==> src/sv/block_transfer_address_sequencer_assert.svh <==
// Assertion macros for the block transfer address sequencer
`ifndef BLOCK_TRANSFER_ADDRESS_SEQUENCER_ASSERT_SVH
`define BLOCK_TRANSFER_ADDRESS_SEQUENCER_ASSERT_SVH

// same-cycle implication, sampled on clk, off during reset
`define BTAS_ASSERT_NOW(label, ante, cons) \
  label: assert property (@(posedge clk) disable iff (!rst_n) (ante) |-> (cons)) \
    else $error("btas assertion failed");

// next-cycle implication, sampled on clk, off during reset
`define BTAS_ASSERT_NEXT(label, ante, cons) \
  label: assert property (@(posedge clk) disable iff (!rst_n) (ante) |=> (cons)) \
    else $error("btas assertion failed");

`endif

==> src/sv/btas_pkg.sv <==
// Types and constants shared by the block transfer address sequencer
`default_nettype none
package btas_pkg;

  localparam int unsigned LIST_W  = 16;
  localparam int unsigned REG_W   = 4;
  localparam int unsigned ADDR_W  = 32;
  localparam int unsigned COUNT_W = 5;
  localparam logic [ADDR_W-1:0] WORD_BYTES = 32'd4;

  typedef struct packed {
    logic              pre_index;
    logic              go_up;
    logic              user_bank;
    logic              write_back;
    logic              is_load;
    logic [REG_W-1:0]  base_reg;
    logic [LIST_W-1:0] register_list;
    logic [ADDR_W-1:0] base_value;
  } btas_in_t;

  typedef struct packed {
    logic              access_valid;
    logic              access_load;
    logic [REG_W-1:0]  access_reg;
    logic [ADDR_W-1:0] access_address;
    logic              writeback_enable;
    logic [REG_W-1:0]  writeback_reg;
    logic [ADDR_W-1:0] writeback_value;
    logic              last;
  } btas_out_t;

  // classified instruction handed from front to back
  typedef struct packed {
    logic              load;
    logic [LIST_W-1:0] list;
    logic [ADDR_W-1:0] start_addr;
    logic              wb_en;
    logic [REG_W-1:0]  wb_reg;
    logic [ADDR_W-1:0] wb_value;
  } btas_cmd_t;

  typedef struct packed {
    logic push;
    logic pop;
    logic full;
    logic empty;
  } btas_qctl_t;

endpackage
`default_nettype wire

==> src/sv/btas_front.sv <==
// Front end: accepts instructions, counts registers and computes addresses
`default_nettype none
module btas_front #(
  parameter int REGISTER_COUNT = 16
) (
  input  logic                in_valid,
  input  btas_pkg::btas_in_t  in_data,
  output logic                in_stall,
  input  logic                q_full,
  output logic                q_push,
  output btas_pkg::btas_cmd_t q_cmd
);
  import btas_pkg::*;

  localparam logic [LIST_W-1:0] LIST_MASK = LIST_W'((33'd1 << REGISTER_COUNT) - 33'd1);

  function automatic logic [2:0] nib_count(input logic [3:0] v);
    logic [2:0] c;
    c = 3'd0;
    for (int i = 0; i < 4; i++) c = c + 3'(v[i]);
    return c;
  endfunction

  logic [LIST_W-1:0]  list;
  logic [COUNT_W-1:0] count;
  logic [6:0]         off4n;
  logic [6:0]         dn_off;
  logic [ADDR_W-1:0]  base;

  assign list  = in_data.register_list & LIST_MASK;
  assign count = COUNT_W'(nib_count(list[3:0])) + COUNT_W'(nib_count(list[7:4]))
               + COUNT_W'(nib_count(list[11:8])) + COUNT_W'(nib_count(list[15:12]));
  assign off4n  = {count, 2'b00};
  assign dn_off = in_data.pre_index ? off4n : off4n - 7'd4;
  assign base   = in_data.base_value;

  assign in_stall = q_full;
  assign q_push   = in_valid && !q_full;

  always_comb begin
    q_cmd.load   = in_data.is_load;
    q_cmd.list   = list;
    q_cmd.wb_en  = in_data.write_back && !in_data.user_bank;
    q_cmd.wb_reg = in_data.base_reg;
    if (in_data.go_up) begin
      q_cmd.wb_value   = base + {25'd0, off4n};
      q_cmd.start_addr = in_data.pre_index ? base + WORD_BYTES : base;
    end else begin
      q_cmd.wb_value   = base - {25'd0, off4n};
      // start address is unused for an empty list
      q_cmd.start_addr = base - {25'd0, dn_off};
    end
  end

endmodule
`default_nettype wire

==> src/sv/btas_queue.sv <==
// Two-entry queue between front and back
`default_nettype none
module btas_queue (
  input  logic                clk,
  input  logic                rst_n,
  input  btas_pkg::btas_qctl_t ctl_in,
  output btas_pkg::btas_qctl_t ctl_out,
  input  btas_pkg::btas_cmd_t wr_cmd,
  output btas_pkg::btas_cmd_t rd_cmd
);
  import btas_pkg::*;

  btas_cmd_t  mem_r [2];
  logic       wr_ptr_r, wr_ptr_nxt;
  logic       rd_ptr_r, rd_ptr_nxt;
  logic [1:0] cnt_r, cnt_nxt;
  logic       do_push, do_pop;

  assign ctl_out.full  = (cnt_r == 2'd2);
  assign ctl_out.empty = (cnt_r == 2'd0);
  assign ctl_out.push  = do_push;
  assign ctl_out.pop   = do_pop;
  assign do_push = ctl_in.push && !ctl_out.full;
  assign do_pop  = ctl_in.pop && !ctl_out.empty;
  assign rd_cmd  = mem_r[rd_ptr_r];

  always_comb begin
    wr_ptr_nxt = do_push ? !wr_ptr_r : wr_ptr_r;
    rd_ptr_nxt = do_pop ? !rd_ptr_r : rd_ptr_r;
    cnt_nxt    = cnt_r + 2'(do_push) - 2'(do_pop);
  end

  always_ff @(posedge clk) begin
    if (!rst_n) begin
      wr_ptr_r <= 1'b0;
      rd_ptr_r <= 1'b0;
      cnt_r    <= 2'd0;
    end else begin
      wr_ptr_r <= wr_ptr_nxt;
      rd_ptr_r <= rd_ptr_nxt;
      cnt_r    <= cnt_nxt;
    end
  end

  always_ff @(posedge clk) begin
    if (do_push) begin
      mem_r[wr_ptr_r] <= wr_cmd;
    end
  end

endmodule
`default_nettype wire

==> src/sv/btas_back.sv <==
// Back end: walks the register list and issues one result per cycle unless the output stalls
`default_nettype none
module btas_back (
  input  logic                clk,
  input  logic                rst_n,
  input  logic                q_empty,
  input  btas_pkg::btas_cmd_t q_cmd,
  output logic                q_pop,
  output logic                out_valid,
  input  logic                out_stall,
  output btas_pkg::btas_out_t out_data
);
  import btas_pkg::*;

  function automatic logic [REG_W-1:0] onehot_idx(input logic [LIST_W-1:0] v);
    logic [REG_W-1:0] idx;
    idx = '0;
    for (int i = 0; i < LIST_W; i++) begin
      if (v[i]) idx = idx | REG_W'(i);
    end
    return idx;
  endfunction

  logic              busy_r, busy_nxt;
  btas_cmd_t         cmd_r, cmd_nxt;
  logic              out_valid_r, out_valid_nxt;
  btas_out_t         out_data_r, out_data_nxt;
  logic              out_free, emit, is_last, load_ok;
  logic [LIST_W-1:0] lowest, rest;

  assign out_free = !out_valid_r || !out_stall;
  assign emit     = busy_r && out_free;
  assign lowest   = cmd_r.list & (~cmd_r.list + LIST_W'(1));
  assign rest     = cmd_r.list & ~lowest;
  assign is_last  = (rest == '0);
  assign load_ok  = !busy_r || (emit && is_last);
  assign q_pop    = load_ok && !q_empty;

  always_comb begin
    busy_nxt      = busy_r;
    cmd_nxt       = cmd_r;
    out_valid_nxt = out_valid_r;
    out_data_nxt  = out_data_r;
    if (emit) begin
      out_valid_nxt = 1'b1;
      out_data_nxt  = '0;
      if (cmd_r.list != '0) begin
        out_data_nxt.access_valid   = 1'b1;
        out_data_nxt.access_load    = cmd_r.load;
        out_data_nxt.access_reg     = onehot_idx(lowest);
        out_data_nxt.access_address = cmd_r.start_addr;
      end
      if (is_last) begin
        out_data_nxt.writeback_enable = cmd_r.wb_en;
        out_data_nxt.writeback_reg    = cmd_r.wb_reg;
        out_data_nxt.writeback_value  = cmd_r.wb_value;
        out_data_nxt.last             = 1'b1;
        busy_nxt                      = 1'b0;
      end
      cmd_nxt.list       = rest;
      cmd_nxt.start_addr = cmd_r.start_addr + WORD_BYTES;
    end else if (out_valid_r && !out_stall) begin
      out_valid_nxt = 1'b0;
    end
    if (q_pop) begin
      busy_nxt = 1'b1;
      cmd_nxt  = q_cmd;
    end
  end

  always_ff @(posedge clk) begin
    if (!rst_n) begin
      busy_r      <= 1'b0;
      out_valid_r <= 1'b0;
    end else begin
      busy_r      <= busy_nxt;
      out_valid_r <= out_valid_nxt;
    end
  end

  always_ff @(posedge clk) begin
    cmd_r      <= cmd_nxt;
    out_data_r <= out_data_nxt;
  end

  assign out_valid = out_valid_r;
  assign out_data  = out_data_r;

endmodule
`default_nettype wire

==> src/sv/block_transfer_address_sequencer.sv <==
// Top level of the block transfer address sequencer
// Expands one block load/store instruction into word accesses, lowest register at
// the lowest address, one result per set list bit (one result with no access for
// an empty list); the last result carries the base writeback. The back end issues
// one result per cycle from its list walker unless the output stalls; an
// instruction with n registers yields max(n,1) results, and a queued instruction
// follows the previous one with no gap. A two-entry queue decouples instruction
// intake from issue via a queue entry, the command register and output register.
// List bits at or above REGISTER_COUNT are ignored.
`default_nettype none
`include "block_transfer_address_sequencer_assert.svh"
module block_transfer_address_sequencer #(
  parameter int REGISTER_COUNT = 16
) (
  input  logic                clk,
  input  logic                rst_n,
  input  logic                in_valid,
  output logic                in_stall,
  input  btas_pkg::btas_in_t  in_data,
  output logic                out_valid,
  input  logic                out_stall,
  output btas_pkg::btas_out_t out_data
);
  import btas_pkg::*;

  btas_cmd_t  front_cmd, back_cmd;
  btas_qctl_t q_req, q_stat;
  logic       front_push, back_pop;

  btas_front #(.REGISTER_COUNT(REGISTER_COUNT)) u_front (
    .in_valid (in_valid),
    .in_data  (in_data),
    .in_stall (in_stall),
    .q_full   (q_stat.full),
    .q_push   (front_push),
    .q_cmd    (front_cmd)
  );

  always_comb begin
    q_req       = '0;
    q_req.push  = front_push;
    q_req.pop   = back_pop;
  end

  btas_queue u_queue (
    .clk     (clk),
    .rst_n   (rst_n),
    .ctl_in  (q_req),
    .ctl_out (q_stat),
    .wr_cmd  (front_cmd),
    .rd_cmd  (back_cmd)
  );

  btas_back u_back (
    .clk       (clk),
    .rst_n     (rst_n),
    .q_empty   (q_stat.empty),
    .q_cmd     (back_cmd),
    .q_pop     (back_pop),
    .out_valid (out_valid),
    .out_stall (out_stall),
    .out_data  (out_data)
  );

  `BTAS_ASSERT_NOW(a_wb_only_last, out_valid && !out_data.last, !out_data.writeback_enable)
  `BTAS_ASSERT_NOW(a_empty_is_last, out_valid && !out_data.access_valid, out_data.last)
  `BTAS_ASSERT_NOW(a_reg_in_range, out_valid && out_data.access_valid, 32'(out_data.access_reg) < 32'(REGISTER_COUNT))
  `BTAS_ASSERT_NEXT(a_burst_no_gap, out_valid && !out_stall && !out_data.last, out_valid)

endmodule
`default_nettype wire

==> config.mk <==
export PLATFORM = sky130hd
export DESIGN_NAME = block_transfer_address_sequencer
export DESIGN_NICKNAME = d
export VERILOG_FILES = /design/src/sv/btas_pkg.sv /design/src/sv/btas_front.sv /design/src/sv/btas_queue.sv /design/src/sv/btas_back.sv /design/src/sv/block_transfer_address_sequencer.sv
export VERILOG_INCLUDE_DIRS = /design/src /design/src/sv
export SDC_FILE = /design/constraint.sdc
export NUM_CORES = 1
export LEC_CHECK = 0
export BUFFER_PORTS_ARGS = -buffer_cell sky130_fd_sc_hd__clkbuf_2
export CAP_MARGIN = 20
export CORE_ASPECT_RATIO = 0.75
export CORE_MARGIN = 10
export CORE_UTILIZATION = 40
export DETAILED_ROUTE_END_ITERATION = 10
export PLACE_DENSITY = 0.63
export SETUP_SLACK_MARGIN = 0.02
export SYNTH_ARGS = -nofsm -noshare
export SYNTH_HDL_FRONTEND = slang
export SYNTH_SLANG_ARGS = --single-unit
export TNS_END_PERCENT = 5
==> constraint.sdc <==
create_clock -name clk -period 5.7 [get_ports clk]
set_input_delay 0.285 -clock clk [delete_from_list [all_inputs] [get_ports clk]]
set_output_delay 0.285 -clock clk [all_outputs]
set_load 0.1 [all_outputs]
==> flow_summary_export.csv <==
group,metric,value,unit
run_status,outcome,"finished, final reports clean",
route,ant_nets,0,
grt,track_usage,0.150,
clock_tree,numCtsBuffers,37,
placement,gp_congestion,0.881,
placement,dpl.hpwl,27.1,mm
timing,hold_viol_final,0,
clock_tree,post_cts_buffers,0,
route,vias,10800,
power,power_density,593,nW/um^2
route,drc,0,
setup_path,path_max_fanout,4,
setup_path,cp_top_family,"adder cells",
floorplanning,ios,139,
floorplanning,rows,64,
logic_synthesis,ys.flop_type,"edfxtp_1",
timing,period_share,0.958,
setup_path,worstPathArrival,5.72,ns
logic_synthesis,ys_top_cells_by_area,"edfxtp_1 (60%), ha_1 (4.2%), xor2_1 (2.9%), and2_1 (2.9%), mux2_2 (2.7%)",
timing,setup_viol,0,
logic_synthesis,yosys_register_bits,337,
setup_path,crit_path_start_kind,"input pin",
route,drt_iter0_markers,769,
clock_tree,h-tree-depth,2,
grt,grt_overflow,0,
logic_synthesis,synth_top_cell_area_share,0.599,
setup_path,criticalPathCategory,"in -> reg",
logic_synthesis,synth_area_per_cell,12.8,sq um
timing,maxSlewViolCount,0,
power,ir_drop,0.237,mV
logic_synthesis,post-synth-top-area-cell,"edfxtp_1",
logic_synthesis,synth_area,16500,sq um
logic_synthesis,seq_area_frac_synth,0.607,
floorplanning,die_y,196,um
timing,slew-limit-headroom,0.280,
setup_path,critPathBufInv,6,
floorplanning,die_area,50000,sq um
logic_synthesis,synth_nets,1423,
timing,rsz0062_at_grt,"false",
logic_synthesis,yosysWarnings,0,
final_layout,area_growth,19.6,%
final_layout,final_layout_size_suffix_gt1_frac,0.231,
final_layout,antenna_cells,0,
setup_path,cp_slowest_cell,"fa_1",
clock_tree,path_clk_slew,0.06,ns
placement,place_area,18500,sq um
route,wl_per_cell,18.3,um
power,power_leakage,0.00747,uW
final_layout,final_cell_mix,"edfxtp_1 (330), clkbuf_2 (138), buf_4 (99)",
setup_path,slowest_delay,0.55,ns
timing,worst_pin_slew,1.08,ns
clock_tree,insertion_delay,0.52,ns
final_layout,fin_nets,1664,
floorplanning,core_area,40800,sq um
floorplanning,initial_utilization,0.405,
timing,postLayoutSetupSlackWorst,0.238,ns
route,via_per_inst,5.17,
timing,period_needed,5.46,ns
setup_path,path_cells,"clkbuf_2 > ha_1 > inv_1 > fa_1 > inv_1 > ha_1 > inv_1 > fa_1 > fa_1 > inv_1 > ha_1 > fa_1 > nor3_1 > buf_4 > nand2b_1 > xnor2_1 > ha_1 > a21o_1 > a2111o_1 > or3b_2 > nor3_1 > a21oi_1 > xnor2_1",
floorplanning,die_w,255,um
timing,clock_skew,0.0133,ns
logic_synthesis,async_flop_share,0,
grt,grt_pass1_wl,59.6,mm
job,cap_violations,0,
grt,grt_max_degree,91,
final_layout,mostFrequentLayoutCell,"edfxtp_1",
logic_synthesis,synth_cells,1296,
clock_tree,cts_root_buf,"clkbuf_16",
logic_synthesis,synth-edff-count,330,
setup_path,cp-end-kind,"flip-flop",
timing,fmax,0.183,GHz
route,totalWireLength,38.2,mm
route,drt_pass1_iterations,7,
final_layout,fin_area,19800,sq um
hold_path,hold_class,"in -> reg",
placement,pre_cts_slack,-0.425,ns
placement,port_buffers,138,
grt,grt_pass1_vias,10500,
grt,antenna_found_initial,0,
clock_tree,clk_path_buf_depth,3,
clock_tree,cts_tree,"built",
setup_path,worstPathRequired,5.96,ns
clock_tree,cts.sinks,337,
logic_synthesis,yosysUniqueCellTypes,67,
## power by group
part / switching, uW / leakage, uW / total, uW / internal (uW)
clock network: 939 / 0.000548 / 2260 / 1320
registers: 446 / 0.00317 / 4420 / 3980
logic: 3300 / 0.00375 / 5060 / 1760
## cells in the mapped netlist (21+ instances only)
| library cell | n |
|---|---|
| a211oi_1 | 21 |
| and2_1 | 76 |
| clkbuf_1 | 40 |
| nor2_1 | 76 |
| nand2_1 | 82 |
| a21oi_1 | 64 |
| xnor2_1 | 42 |
| ha_1 | 55 |
| xor2_1 | 55 |
| mux2i_1 | 38 |
| nand3_1 | 41 |
| nor3_1 | 23 |
| inv_1 | 46 |
| mux2_2 | 40 |
| nor2b_1 | 24 |
| o21ai_0 | 34 |
| edfxtp_1 | 330 |
## kinds of logic after synthesis
logic type	Yosys count	share of synthesized area
AND/OR/NAND/NOR	395	0.125
multiplexers	78	0.0502
adder cells (fa/ha/maj)	66	0.0549
flip-flops	337	0.607
XOR/XNOR	97	0.0513
AO/OA/AOI/OAI	223	0.0857
buffers and inverters	100	0.0257
## routing by layer
metal	vias up	share of wire	GRT usage
li1	5276	-	-
met1	5210	0.49	0.220
met2	257	0.43	0.224
met3	44	0.057	0.0308
met4	0	0.016	0.0334
met5	-	0	0
## worst register-to-register path, stage by stage, from the launching register on
cell      delay (ns)
edfxtp_1        0.50
nor4_4          0.59
nand4_1         0.36
o31ai_1         0.36
and4b_1         0.41
a21oi_4         0.14
inv_1           0.07
buf_4           0.50
ha_1            0.34
inv_1           0.06
ha_1            0.14
xor2_1          0.18
xnor2_1         0.14
nor2_1          0.05
## final cells by class
type	count	area (sq um)
clock buffer	43	948
clock inverter	18	171
fill	3610	21000
inverter	46	173
multi-input combinational	859	6170
sequential	337	10100
tap	528	661
timing repair buffer	256	1620
## registers in the layout, indices dropped and copies added, names as in the netlist, named ones only
register / count
u_queue.mem_r: 168
u_back.cmd_r: 86
u_back.out_data: 76
u_queue.cnt_r: 2
u_back.busy_r: 1
u_back.out_valid: 1
u_queue.rd_ptr_r: 1
u_queue.wr_ptr_r: 1
## metrics by stage
step           setup TNS [ns]  hold WS [ns]  power, uW   util  cells
5_1_grt                     0       0.00643      12500  0.485   2087
3_5_place_dp           -13.63         0.481       9520  0.452   2007
2_1_floorplan               0         0.384       8020      -   1296
6_report                    0        0.0194      11700  0.485   2087
4_1_cts                     0      0.000252      11800  0.484   2087
3_3_place_gp            -8.69         0.475       9410  0.452   2007
## path summary, 6_finish.rpt
kind,to,depth (start not counted),from,slack (ns)
worst max-delay path,u_queue.mem_r[1][51],23,in_data[33],0.24
worst max register to register,u_queue.cnt_r[1],13,u_back.cmd_r[69],1.75
worst min register to register,flip-flop,2,u_queue.rd_ptr_r,0.51
worst min-delay path,u_queue.mem_r[1][84],1,in_data[47],0.02
## what timing repair did
| action | in CTS | in global routing |
|---|---|---|
| setup endpoints to repair | 0 | 23 |
| hold endpoints to repair | 37 | 0 |
| hold buffers | 19 | 0 |
| gates resized for setup | 0 | 6 |
(Power assumes the default switching activity.)
